$ cat src/rtl/cmb_enum_pkg.sv
package cmb_enum_pkg;

    // Field widths
    localparam int ELEM_W    = 5;
    localparam int SET_W     = 6;
    localparam int PICK_W    = 5;
    localparam int CFG_IDX_W = 2;

    typedef logic [ELEM_W-1:0]    t_elem;
    typedef logic [SET_W-1:0]     t_set;
    typedef logic [PICK_W-1:0]    t_pick;
    typedef logic [CFG_IDX_W-1:0] t_cfg_idx;

    // Register indexes
    localparam t_cfg_idx CFG_SET_SIZE   = 2'd0;
    localparam t_cfg_idx CFG_PICK_COUNT = 2'd1;

    // Register reset values
    localparam t_set  SET_SIZE_RST   = 6'd4;
    localparam t_pick PICK_COUNT_RST = 5'd2;

    // Controller to datapath
    typedef struct packed {
        logic cfg_open;    // config port may write
        logic capture;     // item taken: latch carry vector, clear element count
        logic load_first;  // members <= 0,1,2,...
        logic advance;     // step members to next colex combination
        logic emit;        // load output register with current element
        logic flag;        // load output register with the flagged result
    } t_cmd;

    // Datapath to controller
    typedef struct packed {
        logic cfg_hit;     // write to a known register is offered
        logic invalid;     // setup cannot give any combination
        logic found;       // some member can still be stepped
        logic out_free;    // output register can take a result
        logic last;        // element count is at the last member
    } t_status;

endpackage

$ cat src/rtl/cmb_enum_ctrl.sv
module cmb_enum_ctrl (
    input  logic                  i_clk,
    input  logic                  i_rst_n,
    input  logic                  i_in_valid,
    input  logic                  i_restart,
    output logic                  o_in_stall,
    input  cmb_enum_pkg::t_status i_status,
    output cmb_enum_pkg::t_cmd    o_cmd
);

    localparam logic [1:0] ST_IDLE = 2'd0;
    localparam logic [1:0] ST_ADV  = 2'd1;
    localparam logic [1:0] ST_EMIT = 2'd2;
    localparam logic [1:0] ST_FLAG = 2'd3;

    logic [1:0] r_state, n_state;
    logic       r_active, n_active;
    logic       r_exhausted, n_exhausted;
    logic       w_in_accept;

    assign o_in_stall  = (r_state != ST_IDLE);
    assign w_in_accept = i_in_valid && (r_state == ST_IDLE);

    // Next state and commands
    always_comb begin
        o_cmd          = '0;
        o_cmd.cfg_open = (r_state == ST_IDLE);
        n_state        = r_state;
        n_active       = r_active;
        n_exhausted    = r_exhausted;
        case (r_state)
            ST_IDLE: begin
                if (i_status.cfg_hit) begin
                    n_active    = 1'b0;
                    n_exhausted = 1'b0;
                end
                if (w_in_accept) begin
                    o_cmd.capture = 1'b1;
                    if (i_status.invalid) begin
                        n_active    = 1'b0;
                        n_exhausted = 1'b0;
                        n_state     = ST_FLAG;
                    end else if (i_restart || !r_active) begin
                        o_cmd.load_first = 1'b1;
                        n_active         = 1'b1;
                        n_exhausted      = 1'b0;
                        n_state          = ST_EMIT;
                    end else if (r_exhausted) begin
                        n_state = ST_FLAG;
                    end else begin
                        n_state = ST_ADV;
                    end
                end
            end
            ST_ADV: begin
                if (i_status.found) begin
                    o_cmd.advance = 1'b1;
                    n_state       = ST_EMIT;
                end else begin
                    n_exhausted = 1'b1;
                    n_state     = ST_FLAG;
                end
            end
            ST_EMIT: begin
                if (i_status.out_free) begin
                    o_cmd.emit = 1'b1;
                    if (i_status.last) begin
                        n_state = ST_IDLE;
                    end
                end
            end
            ST_FLAG: begin
                if (i_status.out_free) begin
                    o_cmd.flag = 1'b1;
                    n_state    = ST_IDLE;
                end
            end
            default: begin
                n_state = ST_IDLE;
            end
        endcase
    end

    always_ff @(posedge i_clk) begin
        if (!i_rst_n) begin
            r_state     <= ST_IDLE;
            r_active    <= 1'b0;
            r_exhausted <= 1'b0;
        end else begin
            r_state     <= n_state;
            r_active    <= n_active;
            r_exhausted <= n_exhausted;
        end
    end

endmodule

$ cat src/rtl/cmb_enum_dp.sv
module cmb_enum_dp #(
    parameter int MAX_SET  = 32,
    parameter int MAX_PICK = 16
) (
    input  logic                   i_clk,
    input  logic                   i_rst_n,
    input  cmb_enum_pkg::t_cmd     i_cmd,
    output cmb_enum_pkg::t_status  o_status,
    input  logic                   i_cfg_valid,
    input  cmb_enum_pkg::t_cfg_idx i_cfg_index,
    input  cmb_enum_pkg::t_set     i_cfg_data,
    input  logic                   i_out_stall,
    output logic                   o_out_valid,
    output cmb_enum_pkg::t_elem    o_element,
    output logic                   o_last_element,
    output logic                   o_final_combination,
    output logic                   o_no_combination
);

    localparam int MW = $clog2(MAX_SET);
    localparam int KW = (MAX_PICK > 1) ? $clog2(MAX_PICK) : 1;
    localparam int CW = 7;

    cmb_enum_pkg::t_set  r_set_size;
    cmb_enum_pkg::t_pick r_pick_count;
    logic [MW-1:0]       r_m [MAX_PICK];
    logic [MAX_PICK-1:0] r_cond;
    logic [KW-1:0]       r_k;

    logic                r_out_valid;
    cmb_enum_pkg::t_elem r_element;
    logic                r_last, r_fin, r_none;

    logic [MAX_PICK-1:0] w_cond, w_lowest, w_below;
    logic                w_cfg_we, w_last, w_fin, w_out_free;

    // Config registers
    assign w_cfg_we = i_cfg_valid && i_cmd.cfg_open;

    always_ff @(posedge i_clk) begin
        if (!i_rst_n) begin
            r_set_size   <= cmb_enum_pkg::SET_SIZE_RST;
            r_pick_count <= cmb_enum_pkg::PICK_COUNT_RST;
        end else if (w_cfg_we) begin
            case (i_cfg_index)
                cmb_enum_pkg::CFG_SET_SIZE:   r_set_size   <= i_cfg_data;
                cmb_enum_pkg::CFG_PICK_COUNT: r_pick_count <= i_cfg_data[cmb_enum_pkg::PICK_W-1:0];
                default: ;
            endcase
        end
    end

    // Per-lane carry test: m[i] may step if m[i]+1 < m[i+1], or < set size for the top
    for (genvar gi = 0; gi < MAX_PICK; gi++) begin : g_lane
        logic [CW-1:0] w_limit;
        if (gi == MAX_PICK - 1) begin : g_top
            assign w_limit = CW'(r_set_size);
        end else begin : g_mid
            assign w_limit = (CW'(gi + 1) < CW'(r_pick_count)) ? CW'(r_m[gi + 1])
                                                                : CW'(r_set_size);
        end
        assign w_cond[gi] = (CW'(gi) < CW'(r_pick_count)) &&
                            ((CW'(r_m[gi]) + CW'(1)) < w_limit);
    end

    // Lowest steppable lane, and the lanes below it that reset to 0,1,...
    assign w_lowest = r_cond & (~r_cond + MAX_PICK'(1));
    assign w_below  = w_lowest - MAX_PICK'(1);

    always_ff @(posedge i_clk) begin
        if (i_cmd.capture) begin
            r_cond <= w_cond;
        end
        for (int j = 0; j < MAX_PICK; j++) begin
            if (i_cmd.load_first) begin
                r_m[j] <= MW'(j);
            end else if (i_cmd.advance) begin
                if (w_below[j]) begin
                    r_m[j] <= MW'(j);
                end else if (w_lowest[j]) begin
                    r_m[j] <= r_m[j] + MW'(1);
                end
            end
        end
    end

    // Element counter
    always_ff @(posedge i_clk) begin
        if (!i_rst_n) begin
            r_k <= '0;
        end else if (i_cmd.capture) begin
            r_k <= '0;
        end else if (i_cmd.emit) begin
            r_k <= r_k + KW'(1);
        end
    end

    assign w_last     = (cmb_enum_pkg::PICK_W'(r_k) == (r_pick_count - cmb_enum_pkg::PICK_W'(1)));
    assign w_fin      = (CW'(r_m[0]) == (CW'(r_set_size) - CW'(r_pick_count)));
    assign w_out_free = !r_out_valid || !i_out_stall;

    // Output register
    always_ff @(posedge i_clk) begin
        if (!i_rst_n) begin
            r_out_valid <= 1'b0;
        end else if (i_cmd.emit || i_cmd.flag) begin
            r_out_valid <= 1'b1;
        end else if (!i_out_stall) begin
            r_out_valid <= 1'b0;
        end
    end

    always_ff @(posedge i_clk) begin
        if (i_cmd.emit) begin
            r_element <= cmb_enum_pkg::t_elem'(r_m[r_k]);
            r_last    <= w_last;
            r_fin     <= w_fin;
            r_none    <= 1'b0;
        end else if (i_cmd.flag) begin
            r_element <= '0;
            r_last    <= 1'b1;
            r_fin     <= 1'b0;
            r_none    <= 1'b1;
        end
    end

    // Status
    always_comb begin
        o_status          = '0;
        o_status.cfg_hit  = i_cfg_valid &&
                            ((i_cfg_index == cmb_enum_pkg::CFG_SET_SIZE) ||
                             (i_cfg_index == cmb_enum_pkg::CFG_PICK_COUNT));
        o_status.invalid  = (r_pick_count == '0) ||
                            (CW'(r_pick_count) > CW'(r_set_size)) ||
                            (CW'(r_pick_count) > CW'(MAX_PICK)) ||
                            (CW'(r_set_size) > CW'(MAX_SET));
        o_status.found    = |r_cond;
        o_status.out_free = w_out_free;
        o_status.last     = w_last;
    end

    assign o_out_valid         = r_out_valid;
    assign o_element           = r_element;
    assign o_last_element      = r_last;
    assign o_final_combination = r_fin;
    assign o_no_combination    = r_none;

endmodule

$ cat src/rtl/combination_enumerator.sv
// Channel   Direction  Handshake            Payload
// request   in         i_valid / o_stall    i_restart
// result    out        o_valid / i_stall    o_element, o_last_element,
//                                           o_final_combination, o_no_combination
// config    in         i_cfg_valid / o_cfg_ready  i_cfg_index, i_cfg_data
//
// A restart, or an advance with nothing issued, loads the first combination and emits
// its p elements; an advance steps the members first; a flag may follow a failed advance.
// The carry test over all members runs in parallel lanes and is registered
// when the request is taken; the step itself is one masked update.
// Synchronous active-low reset: n = 4, p = 2, no combination issued.
// o_stall is high from the cycle after a request is taken until its last
// result is loaded; a stall on the result side holds the output register.
module combination_enumerator #(
    parameter int MAX_SET  = 32,
    parameter int MAX_PICK = 16
) (
    input  logic                   i_clk,
    input  logic                   i_rst_n,
    input  logic                   i_valid,
    output logic                   o_stall,
    input  logic                   i_restart,
    output logic                   o_valid,
    input  logic                   i_stall,
    output cmb_enum_pkg::t_elem    o_element,
    output logic                   o_last_element,
    output logic                   o_final_combination,
    output logic                   o_no_combination,
    input  logic                   i_cfg_valid,
    output logic                   o_cfg_ready,
    input  cmb_enum_pkg::t_cfg_idx i_cfg_index,
    input  cmb_enum_pkg::t_set     i_cfg_data
);

    cmb_enum_pkg::t_cmd    w_cmd;
    cmb_enum_pkg::t_status w_status;

    assign o_cfg_ready = w_cmd.cfg_open;

    cmb_enum_ctrl u_ctrl (
        .i_clk      (i_clk),
        .i_rst_n    (i_rst_n),
        .i_in_valid (i_valid),
        .i_restart  (i_restart),
        .o_in_stall (o_stall),
        .i_status   (w_status),
        .o_cmd      (w_cmd)
    );

    cmb_enum_dp #(
        .MAX_SET  (MAX_SET),
        .MAX_PICK (MAX_PICK)
    ) u_dp (
        .i_clk               (i_clk),
        .i_rst_n             (i_rst_n),
        .i_cmd               (w_cmd),
        .o_status            (w_status),
        .i_cfg_valid         (i_cfg_valid),
        .i_cfg_index         (i_cfg_index),
        .i_cfg_data          (i_cfg_data),
        .i_out_stall         (i_stall),
        .o_out_valid         (o_valid),
        .o_element           (o_element),
        .o_last_element      (o_last_element),
        .o_final_combination (o_final_combination),
        .o_no_combination    (o_no_combination)
    );

endmodule

$ cat config.mk
export PLATFORM = sky130hd
export DESIGN_NAME = combination_enumerator
export DESIGN_NICKNAME = d
export VERILOG_FILES = /design/src/rtl/cmb_enum_pkg.sv /design/src/rtl/cmb_enum_ctrl.sv /design/src/rtl/cmb_enum_dp.sv /design/src/rtl/combination_enumerator.sv
export SDC_FILE = /design/constraint.sdc
export NUM_CORES = 1
export LEC_CHECK = 0
export BUFFER_PORTS_ARGS = -buffer_cell sky130_fd_sc_hd__buf_2
export CORE_UTILIZATION = 55
export CTS_CLUSTER_SIZE = 25
export DETAILED_ROUTE_END_ITERATION = 12
export GPL_TIMING_DRIVEN = 0
export HOLD_SLACK_MARGIN = 0.1
export PLACE_DENSITY_LB_ADDON = 0.25
export SYNTH_ARGS = -nofsm -noshare
export SYNTH_HDL_FRONTEND = slang
export SYNTH_SLANG_ARGS = --single-unit
$ cat constraint.sdc
create_clock -name i_clk -period 2.45 [get_ports i_clk]
set_input_delay 0.1225 -clock i_clk [delete_from_list [all_inputs] [get_ports i_clk]]
set_output_delay 0.1225 -clock i_clk [all_outputs]
set_load 0.05 [all_outputs]
; ---- Word-level counts from Yosys, hierarchy flattened
; Memory sizes are Yosys's and may differ from the RTL's. A register that Yosys moved wholly into a read port is not among the register bits.
; Cells that the tools add are included.
[classes]
order_cmp = 35
eq_ne = 12
mux = 231
n_mul = 0
n_reduce_logical = 41
shifts = 0
bitwise_logic = 35
div_mod_pow = 0
add_sub_neg = 37
[op_table]
columns = op, n
row1 = $mux W5, 34
row2 = $mux W1, 169
row3 = $lt A7 B7 Y1, 15
row4 = $add A5 B1 Y6 const B, 16
row5 = $mux W6, 15
row6 = $add A5 B1 Y5 const B, 16
row7 = $lt A4 B5 Y1 const A, 8
row8 = $or A1 B1 Y1, 32
row9 = $lt A3 B5 Y1 const A, 4
row10 = $logic_and A1 B1 Y1, 19
row11 = $mux W2, 9
row12 = $add A16 B1 Y16 const B, 1
row13 = $and A16 B16 Y16, 1
row14 = $not A16 Y16, 1
row15 = $reduce_or A16 Y1, 1
row16 = $sub A16 B1 Y16 const B, 1
row17 = $lt A1 B5 Y1 const A, 2
row18 = $lt A2 B5 Y1 const A, 2
row19 = $ne A2 B1 Y1 const B, 5
row20 = $mux W4, 2
row21 = $pmux W2 S4, 1
row22 = $eq A5 B7 Y1, 1
row23 = $logic_or A1 B1 Y1, 7
row24 = $lt A7 B6 Y1, 1
row25 = 19 further kinds, 28
[word_totals]
ram_bits = 80
memories = 1
in_bits = 14
latch_bits = 0
output_inout_bits = 11
wordCells = 404
rom_bits = 0
reg_bits = 44
[memory_table]
columns = name, words, word_bits, read_ports, rd_clocked_by_memory_dff, wr, line_no
row1 = u_dp.r_m, 16, 5, 17, 1, 16, cmb_enum_dp.sv:26  ; logic [MW-1:0] r_m [MAX_PICK];

; ---- Logic depth before layout (Yosys ltp)
[logic_depth]
depth_word = 11
ltp_mapped = 12
mapped_depth_nobuf = 10

; ---- By module
; Synthesis repeated with hierarchy kept, for this count alone.
[unflattened]
hier_cells = 986
area_unflattened_um2 = 10176.0
[by_module_without_submodules]
columns = module, n_inst, area_each_um2, cells_each
row1 = cmb_enum_dp, 1, 9894.5, 954
row2 = cmb_enum_ctrl, 1, 281.5, 32

; ---- Worst setup path before layout
; No wires, ideal clock.
[synth_timing]
path_kind = register to register
from = register u_dp.r_pick_count[1]
to = memory u_dp.r_m[0][0] (netlist name), enable pin
period_less_slack_ps = 2712
arrival_time_ps = 2435
path_stages_with_launch = 11
slack_ps = -262
required_ps = 2174
cell_sequence = dfxtp_1 > buf_4 > buf_6 > inv_1 > ha_1 > nor2b_1 > o2111a_1 > or4_1 > nand3_1 > buf_2 > nand2_1
[synth_rtl]
columns = item, line_no
row1 = "start, declared", cmb_enum_dp.sv:25  ; cmb_enum_pkg::t_pick r_pick_count;
row2 = "start signal, assigned", cmb_enum_dp.sv:43  ; r_pick_count <= cmb_enum_pkg::PICK_COUNT_RST;
row3 = "start signal, assigned", cmb_enum_dp.sv:47  ; cmb_enum_pkg::CFG_PICK_COUNT: r_pick_count <= i_cfg_data[cmb_enum_pkg::PICK_W-1:0];
row4 = "end, declared", cmb_enum_dp.sv:26

==> impl_metrics.csv <==
group,metric,value,unit
critical_path,cpPeakStageDelay,0.48,ns
die,row_count,49,
synth,yosys-top-cells-count,"ha_1, edfxtp_1, nand2_1",
global_routing,grt_pass1_wl,48700,um
power_and_ir_drop,power,8.23,mW
detailed_routing,drt_iter0_markers,1071,
timing,rsz0062_at_grt,"true",
placed_design,finalWeightedCongestion,0.925,
critical_path,cp_slowest_cell,"edfxtp_1",
critical_path,worst-path-buf-inv,2,
timing,clock-skew-final,0.00912,ns
power_and_ir_drop,power_density,651,mW/mm2
die,die-height,138,um
cts,root_buffer,"clkbuf_16",
timing,holdWs,0.106,ns
cts,worstSkewPairLatency,0.43,ns
die,initial_core_util,0.564,
critical_path,r2r-end,"u_dp.r_m[15][2]$_SDFFCE_PN1P_",
critical_path,cp_top_family,"simple AND/OR/NAND/NOR gates",
critical_path,worst-path-stages,8,
detailed_routing,drc,0,
timing,final_max_slew_viol_count,0,
power_and_ir_drop,pwr-share-comb,0.327,
detailed_routing,via_per_inst,6.57,
final_layout,utilization,0.699,
die,die_area,0.0191,mm2
power_and_ir_drop,leakagePower,5.17,nW
final_layout,n_antenna_cell,0,
timing,fin_crit,2.73,ns
cts,cts_tree,"yes",
timing,max_slew_margin,0.233,
cts,clock_tree.buffer_depth,2,
critical_path,r2r.worst_path.cells,8,
power_and_ir_drop,power.share.clock,0.312,
global_routing,grt_usage,0.342,
cts,numCtsBuffers,17,
global_routing,antenna_found_initial,1,
final_layout,drive_gt1_frac,0.276,
synth,yosys_warnings,0,
timing,tightest_slew,1.15,ns
synth,synthArstFlopShare,0,
final_layout,final_nets,1238,
timing,setup_viol,134,
synth,yosys.area.top_type,"edfxtp_1",
synth,ys_seq_elements,128,
synth,yosysSeqAreaShare,0.353,
critical_path,rrSetupSlack,-0.28,ns
synth,synth_cells,980,
critical_path,crit_arrival,2.90,ns
critical_path,start_kind,"flip-flop",
critical_path,end_kind,"flip-flop",
run_status,status,"finished, violations left",
power_and_ir_drop,p_seq_frac,0.361,
die,die_x,138,um
run_status,violations,"setup timing",
timing,period_share,1.11,
timing,hold_viol,0,
detailed_routing,vias,8847,
detailed_routing,final_antenna_net_count,0,
power_and_ir_drop,switching_share,0.345,
synth,syn-num-nets,1114,
final_layout,synthToLayoutAreaGrowth,24.0,%
detailed_routing,firstDrtPassIters,5,
critical_path,timing.rr.start,"u_dp.r_cond[10]$_DFFE_PP_",
power_and_ir_drop,internal_power,5.39,mW
die,core,0.0181,mm2
synth,netlist.area_leader.share,0.303,
critical_path,required,2.62,ns
power_and_ir_drop,peakVddDrop,0.000508,V
cts,numClockSinks,128,
hold_path,hold_start,"i_cfg_index[0]",
critical_path,crit_chain,"nor4_2, and4_1, buf_2, nor2b_1, and2_1, ha_1, inv_1, or3_1",
synth,synth_cell_types,73,
cts,clk_pin_slew,0.06,ns
synth,syn_avg_cell_area,10.4,um2
critical_path,crit_path_end,"u_dp.r_m[15][2]$_SDFFCE_PN1P_",
critical_path,critPathLaunch,"u_dp.r_cond[10]$_DFFE_PP_",
cts,htree_num_levels,4,
critical_path,critPathMaxFanout,5,
job,maxCapViolCount,0,
hold_path,hold_path_class,"in -> reg",
synth,syn-cell-area,0.0102,mm2
timing,setup_slack,-0.280,ns
global_routing,grt_pass1_vias,8574,
synth,synth_edf_count,103,
power_and_ir_drop,p_sw,2.84,mW
critical_path,crit_type,"reg -> reg",
synth,yosys-top-cells-area,"edfxtp_1, ha_1, mux2i_1",
die,num_io_pins,25,
placed_design,numPortBuffers,23,
detailed_routing,drt-total-wl,32500,um
global_routing,grt_max_degree,19,
synth,ys.flop_type,"edfxtp_1",
timing,max_freq,366,MHz
global_routing,gr-total-overflow,0,
synth,synth.most_common_cell,"ha_1",
placed_design,hpwl,22000,um
detailed_routing,wire_per_inst,24.2,um
through the flow:
stage | instance area (um2) | TNS (ns) | instances | worst slack (ns)
6_report | 12600 | -12.56 | 1346 | -0.280
5_1_grt | 12600 | -19.32 | 1346 | -0.376
4_1_cts | 12300 | -12.00 | 1315 | -0.306
3_5_place_dp | 10700 | -49.13 | 1232 | -1.17
3_3_place_gp | 10700 | -46.00 | 1232 | -1.22
2_1_floorplan | 10300 | -0.427 | 980 | -0.0733
state kept, by name, summed over array words and instances (netlist names), named ones only:
register / flops
u_ctrl.r_state: 2
u_dp.r_m: 80
u_ctrl.r_exhausted: 1
u_dp.r_k: 4
u_dp.r_cond: 16
u_dp.r_pick_count: 5
u_dp.o_no_combination: 1
u_dp.o_element: 5
u_dp.o_last_element: 1
u_dp.o_final_combination: 1
u_dp.o_out_valid: 1
u_ctrl.r_active: 1
u_dp.r_set_size: 6
worst min-delay path: cells and delay by family:
family,cells,cell delay (ns)
AO/OA/AOI/OAI,1,0.16
AND/OR/NAND/NOR,1,0.10
buffers and inverters,1,0.11
area by class of cell:
| type | count | area [um2] |
|---|---|---|
| clock buffer | 24 | 524 |
| tap | 229 | 287 |
| clock inverter | 8 | 70.1 |
| multi-input combinational | 785 | 6840 |
| sequential | 128 | 3610 |
| buffer | 34 | 277 |
| inverter | 29 | 131 |
| timing repair buffer | 109 | 898 |
| fill | 1235 | 5440 |
logic make-up after synthesis:
family,synth area share
DFF,0.353
AOI/OAI and AO/OA,0.108
xor gates and xnor gates,0.0524
buffers and inverters,0.0319
muxes,0.127
and+or+nand+nor,0.180
adders and majority gates,0.148
layout by cell type, fill, tap and decap left out, types with 19 or more instances in the layout:
cell,count
mux4_2,25
inv_1,20
a21oi_1,22
mux2i_1,66
clkbuf_16,19
o21ai_0,22
buf_2,28
buf_4,65
nand3_1,51
xor2_1,20
and3_1,40
xnor2_1,41
edfxtp_1,103
nor2_1,59
ha_1,106
nand2_1,50
what timing repair did:
| action | CTS | global route |
|---|---|---|
| pin swaps | 28 | 48 |
| buffers inserted | 40 | 36 |
| resized for setup | 136 | 56 |
| endpoints found under the hold margin | 12 | 0 |
| hold buffers | 10 | 0 |
| gates cloned | 1 | 0 |
| endpoints found under the setup margin | 167 | 166 |
power groups by stage:
stage	clock network (mW)	registers [mW]	logic (mW)
floorplan	0	2.97	1.59
global placement	0	2.98	2.19
detailed placement	0	2.99	2.24
CTS	2.57	2.96	2.56
global route	2.65	2.99	2.91
finish	2.57	2.97	2.69
metal layers:
| metal | GRT usage | vias to the layer above | share of wire |
|---|---|---|---|
| met5 | 0 | - | 0 |
| met4 | 0.192 | 0 | 0.050 |
| met3 | 0.0682 | 121 | 0.090 |
| met2 | 0.557 | 503 | 0.47 |
| met1 | 0.429 | 4285 | 0.39 |
| li1 | - | 3938 | - |
how the worst min path moves through the flow:
| stage | to | slack [ns] | depth (start not counted) |
|---|---|---|---|
| after floorplan | u_dp.r_pick_count[1]$_SDFFE_PN1P_ | 0.25 | 2 |
| after global placement | u_dp.r_pick_count[1]$_SDFFE_PN1P_ | 0.38 | 3 |
| after detailed placement | u_dp.r_pick_count[1]$_SDFFE_PN1P_ | 0.37 | 3 |
| after CTS | u_ctrl.r_exhausted$_SDFFE_PN0P_ | 0.11 | 3 |
| after global routing | u_dp.r_set_size[2]$_SDFFE_PN1P_ | 0.13 | 3 |
| final | u_dp.r_set_size[2]$_SDFFE_PN1P_ | 0.11 | 3 |
No activity file was read; power rests on OpenSTA's default activity.
